--- config.mk ---
export PLATFORM = sky130hd
export DESIGN_NAME = infix_to_postfix_converter
export DESIGN_NICKNAME = d
export VERILOG_FILES = /design/src/design/i2p_pkg.sv /design/src/design/infix_to_postfix_converter.sv
export SDC_FILE = /design/constraint.sdc
export NUM_CORES = 1
export LEC_CHECK = 0
export ABC_AREA = 1
export BUFFER_PORTS_ARGS = -buffer_cell sky130_fd_sc_hd__buf_2
export CAP_MARGIN = 20
export CORE_MARGIN = 1.5
export CORE_UTILIZATION = 62
export CTS_CLUSTER_DIAMETER = 80
export DETAILED_ROUTE_END_ITERATION = 16
export PLACE_DENSITY = 0.8
export SLEW_MARGIN = 20
export SYNTH_ARGS = -nofsm -noshare
export SYNTH_HDL_FRONTEND = slang
export SYNTH_SLANG_ARGS = --single-unit
--- constraint.sdc ---
create_clock -name clk -period 4.6 [get_ports clk]
set_clock_uncertainty 0.15 [all_clocks]
set_input_delay 0 -clock clk [delete_from_list [all_inputs] [get_ports clk]]
set_output_delay 0 -clock clk [all_outputs]
set_load 0.05 [all_outputs]
--- src/design/i2p_pkg.sv ---
// Package for the infix-to-postfix converter: operator codes, ASCII constants
// and the code/character mapping helpers.
// No dependencies.
package i2p_pkg;

  localparam int STACK_DEPTH_DEF = 32;

  typedef logic [2:0] op_code_t;

  localparam op_code_t OP_ADD  = 3'd0;
  localparam op_code_t OP_SUB  = 3'd1;
  localparam op_code_t OP_MUL  = 3'd2;
  localparam op_code_t OP_DIV  = 3'd3;
  localparam op_code_t OP_LPAR = 3'd4;

  localparam logic [7:0] CH_ADD  = 8'h2B;
  localparam logic [7:0] CH_SUB  = 8'h2D;
  localparam logic [7:0] CH_MUL  = 8'h2A;
  localparam logic [7:0] CH_DIV  = 8'h2F;
  localparam logic [7:0] CH_LPAR = 8'h28;
  localparam logic [7:0] CH_RPAR = 8'h29;

  // Stack code back to its character; only arithmetic codes are ever emitted.
  function automatic logic [7:0] op_ascii(op_code_t c);
    logic [7:0] r;
    case (c)
      OP_ADD:  r = CH_ADD;
      OP_SUB:  r = CH_SUB;
      OP_MUL:  r = CH_MUL;
      OP_DIV:  r = CH_DIV;
      OP_LPAR: r = CH_LPAR;
      default: r = 8'h00;
    endcase
    return r;
  endfunction

  // Character to stack code for the four arithmetic operators.
  function automatic op_code_t op_of(logic [7:0] ch);
    op_code_t r;
    case (ch)
      CH_ADD:  r = OP_ADD;
      CH_SUB:  r = OP_SUB;
      CH_MUL:  r = OP_MUL;
      default: r = OP_DIV;
    endcase
    return r;
  endfunction

  function automatic logic is_arith(logic [7:0] ch);
    return (ch == CH_ADD) || (ch == CH_SUB) || (ch == CH_MUL) || (ch == CH_DIV);
  endfunction

endpackage

--- src/design/infix_to_postfix_converter.sv ---
// Infix-to-postfix converter (shunting-yard), operator stack in a synchronous RAM.
// Depends on i2p_pkg. An operand or '(' is accepted in S_IDLE and released in
//   S_END; an operator or ')' passes through S_LOOP in between, popping each
//   operator it emits, and a last character also empties the stack in S_LOOP.
//   One pop per cycle, bound by the registered RAM read, unless the output stalls.
// Reset (rst, sync, active high) empties the stack, clears overflow and output.
module infix_to_postfix_converter #(
  parameter int STACK_DEPTH = i2p_pkg::STACK_DEPTH_DEF
) (
  input  logic        clk,
  input  logic        rst,
  // input stream
  input  logic        s_tvalid,
  output logic        s_tready,
  input  logic [7:0]  s_tdata,   // [7:0] in_char
  input  logic        s_tlast,   // in_last
  // output stream
  output logic        m_tvalid,
  input  logic        m_tready,
  output logic [15:0] m_tdata,   // [7:0] out_char, [8] overflow, [15:9] zero
  output logic        m_tuser,   // has_char
  output logic        m_tlast    // out_end
);
  import i2p_pkg::*;

  localparam int CNT_W  = $clog2(STACK_DEPTH + 1);
  localparam int ADDR_W = $clog2(STACK_DEPTH);
  localparam logic [CNT_W-1:0] CNT_FULL = CNT_W'(STACK_DEPTH);

  // sequencer states
  localparam logic [1:0] S_IDLE = 2'd0;  // waiting for a transfer
  localparam logic [1:0] S_LOOP = 2'd1;  // popping, one entry per cycle unless the output stalls
  localparam logic [1:0] S_END  = 2'd2;  // release held result / end marker

  // what the pop loop is working for
  localparam logic [1:0] M_OPER  = 2'd0;  // incoming operator
  localparam logic [1:0] M_RPAR  = 2'd1;  // closing paren
  localparam logic [1:0] M_FLUSH = 2'd2;  // end of expression

  logic [1:0]       state, state_next;
  logic [1:0]       mode, mode_next;
  logic [7:0]       ch_q;
  logic             last_q;
  logic [CNT_W-1:0] cnt, cnt_next, cnt_dec;
  logic             ovf;

  // The newest emitted char is held back one step so out_end can be
  // stamped on it once the expression is known to be finished.
  logic             hold_valid;
  logic [7:0]       hold_char;

  logic [7:0]       out_char;
  logic             out_has, out_end, out_ovf;

  // stack RAM
  op_code_t         mem [STACK_DEPTH];
  op_code_t         rd_raw, fwd_data, top;
  logic             fwd_valid;
  logic [ADDR_W-1:0] rd_addr, wr_addr;
  logic             wr_en;

  logic             push_req, emit_req, fin, fin_need;
  op_code_t         push_code;
  op_code_t         in_code;
  logic [7:0]       emit_char;
  logic             out_free, emit_ok, room;

  assign out_free = !m_tvalid || m_tready;
  assign emit_ok  = !hold_valid || out_free;
  assign room     = cnt < CNT_FULL;
  assign top      = fwd_valid ? fwd_data : rd_raw;
  assign fin_need = last_q || hold_valid;
  assign in_code  = op_of(ch_q);

  always_comb begin
    state_next = state;
    mode_next  = mode;
    cnt_next   = cnt;
    push_req   = 1'b0;
    push_code  = OP_ADD;
    emit_req   = 1'b0;
    emit_char  = ch_q;
    fin        = 1'b0;
    s_tready   = (state == S_IDLE);

    case (state)
      S_IDLE: begin
        if (s_tvalid) begin
          if (s_tdata == CH_LPAR) begin
            push_req   = 1'b1;
            push_code  = OP_LPAR;
            mode_next  = M_FLUSH;
            state_next = s_tlast ? S_LOOP : S_END;
          end else if (s_tdata == CH_RPAR) begin
            mode_next  = M_RPAR;
            state_next = S_LOOP;
          end else if (is_arith(s_tdata)) begin
            mode_next  = M_OPER;
            state_next = S_LOOP;
          end else begin
            // operand: straight out (hold is empty between items)
            emit_req   = 1'b1;
            emit_char  = s_tdata;
            mode_next  = M_FLUSH;
            state_next = s_tlast ? S_LOOP : S_END;
          end
        end
      end

      S_LOOP: begin
        if (cnt == '0) begin
          case (mode)
            M_OPER: begin
              push_req   = 1'b1;
              push_code  = in_code;
              mode_next  = M_FLUSH;
              state_next = last_q ? S_LOOP : S_END;
            end
            M_RPAR: begin
              mode_next  = M_FLUSH;
              state_next = last_q ? S_LOOP : S_END;
            end
            default: state_next = S_END;
          endcase
        end else begin
          case (mode)
            M_OPER: begin
              // stop at '(' or a lower-precedence operator, then push
              if (top == OP_LPAR || top[1] < in_code[1]) begin
                push_req   = 1'b1;
                push_code  = in_code;
                mode_next  = M_FLUSH;
                state_next = last_q ? S_LOOP : S_END;
              end else if (emit_ok) begin
                cnt_next  = cnt - CNT_W'(1);
                emit_req  = 1'b1;
                emit_char = op_ascii(top);
              end
            end
            M_RPAR: begin
              if (top == OP_LPAR) begin
                cnt_next   = cnt - CNT_W'(1);
                mode_next  = M_FLUSH;
                state_next = last_q ? S_LOOP : S_END;
              end else if (emit_ok) begin
                cnt_next  = cnt - CNT_W'(1);
                emit_req  = 1'b1;
                emit_char = op_ascii(top);
              end
            end
            default: begin
              // flush: unmatched '(' just vanish
              if (top == OP_LPAR) begin
                cnt_next = cnt - CNT_W'(1);
              end else if (emit_ok) begin
                cnt_next  = cnt - CNT_W'(1);
                emit_req  = 1'b1;
                emit_char = op_ascii(top);
              end
            end
          endcase
        end
      end

      S_END: begin
        if (!fin_need || out_free) begin
          fin        = fin_need;
          state_next = S_IDLE;
        end
      end

      default: state_next = S_IDLE;
    endcase

    if (push_req && room) begin
      cnt_next = cnt + CNT_W'(1);
    end
  end

  // read the entry that will be on top next cycle
  assign cnt_dec = cnt_next - CNT_W'(1);
  assign rd_addr = cnt_dec[ADDR_W-1:0];
  assign wr_addr = cnt[ADDR_W-1:0];
  assign wr_en   = push_req && room;

  always_ff @(posedge clk) begin
    if (wr_en) begin
      mem[wr_addr] <= push_code;
    end
    rd_raw    <= mem[rd_addr];
    // push and read of the same entry in one cycle: forward the new code
    fwd_valid <= wr_en && (wr_addr == rd_addr);
    fwd_data  <= push_code;
  end

  // control
  always_ff @(posedge clk) begin
    if (rst) begin
      state      <= S_IDLE;
      mode       <= M_FLUSH;
      cnt        <= '0;
      ovf        <= 1'b0;
      hold_valid <= 1'b0;
      m_tvalid   <= 1'b0;
    end else begin
      state <= state_next;
      mode  <= mode_next;
      cnt   <= cnt_next;
      if (push_req && !room) begin
        ovf <= 1'b1;
      end
      if (emit_req) begin
        hold_valid <= 1'b1;
      end else if (fin) begin
        hold_valid <= 1'b0;
      end
      if ((emit_req && hold_valid) || fin) begin
        m_tvalid <= 1'b1;
      end else if (m_tready) begin
        m_tvalid <= 1'b0;
      end
    end
  end

  // payload
  always_ff @(posedge clk) begin
    if (s_tvalid && s_tready) begin
      ch_q   <= s_tdata;
      last_q <= s_tlast;
    end
    if (emit_req) begin
      hold_char <= emit_char;
    end
    if ((emit_req && hold_valid) || fin) begin
      // bare end marker when nothing was emitted
      out_char <= hold_valid ? hold_char : 8'h00;
      out_has  <= hold_valid;
      out_end  <= fin && last_q;
      out_ovf  <= ovf;
    end
  end

  assign m_tdata = {7'b0, out_ovf, out_char};
  assign m_tuser = out_has;
  assign m_tlast = out_end;

`ifndef SYNTHESIS
  a_cnt_range: assert property (@(posedge clk) disable iff (rst)
    cnt <= CNT_FULL)
    else $error("stack count beyond depth");

  a_hold_empty_idle: assert property (@(posedge clk) disable iff (rst)
    (state == S_IDLE) |-> !hold_valid)
    else $error("held result left over between items");

  a_stack_empty_at_end: assert property (@(posedge clk) disable iff (rst)
    (state == S_END && last_q) |-> (cnt == '0))
    else $error("stack not empty after final flush");

  a_ovf_sticky: assert property (@(posedge clk) disable iff (rst)
    ovf |=> ovf)
    else $error("overflow flag cleared without reset");

  a_fwd_on_push_flush: assert property (@(posedge clk) disable iff (rst)
    (wr_en && state_next == S_LOOP) |=> fwd_valid)
    else $error("push before flush not forwarded");
`endif

endmodule

Word-level counts from Yosys, hierarchy flattened. Memories as Yosys holds them, arrays and structs flattened. A register that Yosys moved wholly into a read port is not among the register bits. Cells that the tools add are included.

Register bits after elaboration: 45. Memory bits (writable): 96. Input port bits: 13. Output and inout port bits: 20. Memories kept: 1.

$add $sub $neg: 3. $lt $le $gt $ge: 2. Equal/unequal tests: 23. Mux-type cells: 77. Reductions and logical operators: 29.

Memories: mem (words 32, bits a word 3, rd ports 1, clocked after Yosys merged registers in 1, wr ports 1, RTL line infix_to_postfix_converter.sv:56) `op_code_t mem [STACK_DEPTH];`.

Operators by type and width (count): $mux 8 (10); $eq 8x6->1 const B (9); $mux 6 (7); $mux 2 (19); $pmux 6 s5 (1); $pmux 6 s4 (1); $mux 1 (23); $mux 3 (7); $pmux 8 s2 (1); $ne 4x4->1 const B (3); $pmux 2 s2 (3); $pmux 2 s3 (2); $logic_or 1x1->1 (9); $add 6x1->6 const B (1); $eq 3x2->1 const B (2); $logic_and 1x1->1 (6); $logic_not 6->1 (1); $lt 6x6->1 const B (1); $pmux 3 s2 (1); $reduce_and 6->1 (1); $reduce_bool 2->1 (3); $sub 6x1->6 const B (1); $eq 5x5->1 (1); $reduce_and 5->1 (1); 13 further kinds (20).

Longest topological paths before layout.
Word-level depth: 13. Mapped depth: 28.

Worst setup path after synthesis. Ideal clock, no wire load.

Kind: register to register. From: register state[1]. To: register rd_raw[0] (read register of mem). Setup time: 0.112 ns. Data arrival time: 3.544 ns. Required time: 4.338 ns. Slack: 0.794 ns. Cell stages (with the launch flop): 24. Buffers on the path: 5. Clock period less this slack: 3.806 ns. Path through: dfxtp_1 buf_2 nor2_4 inv_1 nor2_1 nand2_2 nand2_4 nand2_8 inv_6 nand2_8 nand2_4 buf_6 buf_8 inv_1 ha_1 clkbuf_1 inv_1 clkbuf_1 nand3_1 nand3_1 nand3_1 nand2_1 nand2_1 nand2_1.

Longest elaborated chain between the ends: 5. Elaborated cells between the ends (all ways): 7. Those cells by class: add/sub (1); eq/ne (1); mux (3); reduce/logical (2).

RTL lines: from (decl) (RTL line infix_to_postfix_converter.sv:40) `logic [1:0] state, state_next;`; from (signal assigned) (RTL line infix_to_postfix_converter.sv:206) `state <= state_next;`; $logic_not 2->1; via s_tready (RTL line infix_to_postfix_converter.sv:14) `output logic s_tready,`; $pmux 1 s2 (RTL line infix_to_postfix_converter.sv:86) `case (state)`; $logic_and 1x1->1 (RTL line infix_to_postfix_converter.sv:175) `if (push_req && room) begin`; $mux 6 (RTL line infix_to_postfix_converter.sv:175); $sub 5x1->5 (RTL line infix_to_postfix_converter.sv:181) `assign cnt_dec = cnt_next - CNT_W'(1);`; to (decl) (RTL line infix_to_postfix_converter.sv:57) `op_code_t rd_raw, fwd_data, top;`.

The timed path passes the listed nets, and every way through them passes these cells. A chain may end at the register's enable or synchronous reset.

Final worst setup path.
From: register cnt[0]. To: register rd_raw[2] (read register of mem).

Longest elaborated chain between the ends: 8. Elaborated cells between the ends (all ways): 15. Those cells by class: add/sub (3); order compare (1); mux (9); reduce/logical (2).

RTL lines: from (decl) (RTL line infix_to_postfix_converter.sv:44) `logic [CNT_W-1:0] cnt, cnt_next, cnt_dec;`; from (signal assigned) (RTL line infix_to_postfix_converter.sv:208) `cnt <= cnt_next;`; $sub 6x1->6; $mux 6 (RTL line infix_to_postfix_converter.sv:134, infix_to_postfix_converter.sv:145, infix_to_postfix_converter.sv:155); $mux 6 (on tied branches) (RTL line infix_to_postfix_converter.sv:153, infix_to_postfix_converter.sv:129); $mux 6; $mux 6 (RTL line infix_to_postfix_converter.sv:111) `if (cnt == '0) begin`; $mux 6 (RTL line infix_to_postfix_converter.sv:86); $mux 6 * (RTL line infix_to_postfix_converter.sv:175); $sub 5x1->5 * (RTL line infix_to_postfix_converter.sv:181).

Every way passes the cells marked *; elsewhere a longest branch is shown, timed or not.

==> out/results.ini <==
[die]
row_count = 40
die_y_um = 113
dieWidth_um = 113
coreArea_um2 = 11900
ios = 33
start_util_pct = 63.2
die_area_um2 = 12800

[worst_setup_path]
arrival_ps = 4250
startpoint = cnt[0]$_SDFF_PP0_
reg2reg_slack_ps = 560
critPathKind = flip-flop to flip-flop
cp_max_fo = 49
startpoint_type = flip-flop
crit_chain = inv_1, ha_1, nand2_2, nor2_4, nand3_4, nand2_1, inv_2, nand2_2, nand2_4, nand2_4, nand2_8, inv_6, nand2_8, nand2_4, inv_1, ha_1, inv_1, nand3_1, nand3_1, nand3_1, nand2_1, nand2_1, nand2_1
endpoint_kind = flip-flop
crit_top_cell = nand2_1
cp_slowest_cell = inv_1
r2r-start = cnt[0]$_SDFF_PP0_
ff2ff_path_depth = 23
r2r-end = rd_raw[2]$_DFF_P_
cp.buffers_inverters = 5
critPathTopFamily = simple AND/OR/NAND/NOR gates
critPathRequiredTime_ps = 4810
slowest_delay_ps = 570

[layout]
syn2layout_area_growth_pct = 10.5
antenna_cells = 0
final_cell_mix = 153 x nand2_1, 134 x nand3_1, 129 x inv_1
fill_cells = 890
final_net_count = 868
drive_gt1_share_pct = 11.6
final_cell_area_um2 = 8320
multi_input_area_um2 = 2670
regArea_um2 = 4120
mostFrequentLayoutCell = nand2_1

[synthesis]
ys_seq_elements = 144
syn_avg_cell_area_um2 = 9.20
yosys.area.top_type = edfxtp_1
syn_inst = 819
synthDistinctLibCells = 48
synth_edf_count = 124
ys_dominant_reg_cell = edfxtp_1
syn_area_um2 = 7530
yosys_warnings = 0
ys_async_sr_fraction_pct = 0
seq_area_frac_synth_pct = 54.8
yosysTopAreaCellShare_pct = 49.4
synth.area.top_cells = edfxtp_1 49%, nand3_1 8.9%, nand2_1 7.6%

[sta]
slew-limit-headroom_pct = 26.1
setup_viol_count_final = 0
max_freq_ghz = 0.248
fin_crit_ps = 4040
rsz0062_at_grt = false
slew_viol_final = 0
finalSetupTns_ps = 0
finalHoldViolations = 0
finalCritPeriodShare_pct = 87.7
worst_pin_slew_ps = 1110

[routing]
route.met2.wl_um = 8000
antenna_left = 0
maxUsedRoutingLayer = met4
dr.pass1.iters = 5
wl_met3_um = 1530
drc = 0
drtIter0Drc = 618
totalWireLength_um = 17300
routed_via_density = 5.74
routedWlPerCell_um = 17.2
met1Wirelength_um = 7470
vias = 5789

[global_routing]
overflow = 0
grt_max_degree = 50
grt_first_pass_wirelength_um = 27500
gr-usage-all-layers_pct = 28.3
antenna_found_initial = 0
grt_pass1_vias = 5557

[cts]
cts_buffer_depth = 2
clkLatencyLatePin_ps = 420
h-tree-depth = 4
path_clk_slew_ps = 60
tritoncts = yes
cts.sinks = 144
root_buffer = clkbuf_16
numCtsBuffers = 17

[job]
max-cap-violations = 0

[min_path]
holdPathStages = 2
holdCritStartpoint = s_tdata[3]
min_path_type = input port to flip-flop
hold_end = ch_q[3]$_DFFE_PP_

[place]
numPortBuffers = 25
post-dp-hpwl_um = 11700
dpl-instance-area_um2 = 7670
routabilityCongestion = 0.933

[run_status]
status = finished clean

[how the worst max path moves through the flow]
stage / cells after the start / end / slack (ps)
2_1_floorplan: 23 / rd_raw[0]$_DFF_P_ / 790
3_3_place_gp: 23 / rd_raw[2]$_DFF_P_ / 820
3_5_place_dp: 23 / rd_raw[0]$_DFF_P_ / 660
4_1_cts: 23 / rd_raw[0]$_DFF_P_ / 640
5_1_grt: 23 / rd_raw[2]$_DFF_P_ / 230
6_report: 23 / rd_raw[2]$_DFF_P_ / 560
[repair_timing]
item	4_1_cts	5_1_grt
setup buffers	0	0
hold buffers	12	0
hold endpoints to repair	30	0
setup endpoints to repair	0	0
resized for setup	0	0
[kinds of logic after synthesis]
logic type | after synthesis | share of synthesized area [%]
other | 1 | 0.0498
buffers and inverters | 173 | 10.4
DFF | 144 | 54.8
xor gates and xnor gates | 5 | 0.930
adders and majority gates | 5 | 0.831
and+or+nand+nor | 429 | 27.9
AOI/OAI and AO/OA | 62 | 5.13
[synth_stat cells (2+ instances only)]
library cell	n
a21oi_1	17
a31oi_1	2
buf_2	11
buf_4	10
buf_6	9
clkbuf_1	7
dfxtp_1	20
edfxtp_1	124
ha_1	5
inv_1	129
inv_2	5
nand2_1	153
nand2_2	11
nand2_4	5
nand2_8	2
nand3_1	134
nand3_4	3
nand3b_1	30
nand4_1	5
nor2_1	68
nor2_2	3
nor2_4	3
nor3_1	5
o2111ai_1	2
o211ai_1	7
o21ai_0	18
o21ai_2	3
o221ai_1	3
o22ai_1	4
or2_2	2
xnor2_1	2
[stage by stage]
step                instances  setup WS, ps  hold slack, ps  utilization (%)
floorplan                 825           794           -51.1                -
global placement          966           819            41.8             64.4
detailed placement        966           657            45.8             64.4
CTS                      1008           642             143             69.9
global route             1008           230             153             69.9
finish                   1008           564             160             69.9
[registers in the layout (all words and copies together) (netlist names), 2 cells and up]
signal	count
hold_char	8
mode	2
rd_raw	3
ch_q	8
state	2
fwd_data	3
out_char	8
cnt	6
mem	96
[cell type report]
| cell class | count | share of cell area (%) |
|---|---|---|
| Tap cell | 147 | 2.21 |
| Sequential cell | 144 | 49.6 |
| Timing Repair Buffer | 44 | 3.58 |
| Clock buffer | 21 | 5.29 |
| Clock inverter | 9 | 1.13 |
| Inverter | 135 | 6.15 |
| Multi-Input combinational cell | 508 | 32.1 |
[worst register-to-register path: stages, from the launching register on]
cell	delay, ps
dfxtp_1	360
inv_1	280
ha_1	280
nand2_2	90
nor2_4	120
nand3_4	150
nand2_1	160
inv_2	60
nand2_2	80
nand2_4	70
nand2_4	120
nand2_8	110
inv_6	120
nand2_8	190
nand2_4	150
inv_1	60
ha_1	290
inv_1	570
nand3_1	200
nand3_1	120
nand3_1	70
nand2_1	80
nand2_1	50
nand2_1	70
[metal layers]
metal | vias up | track usage [%]
li1 | 2767 | -
met1 | 2714 | 39.1
met2 | 273 | 43.8
met3 | 35 | 7.61
met4 | 0 | 9.67
met5 | - | 0
Power is not shown: default switching activity piles up to over one toggle a cycle in this logic, so the estimate is an artifact.
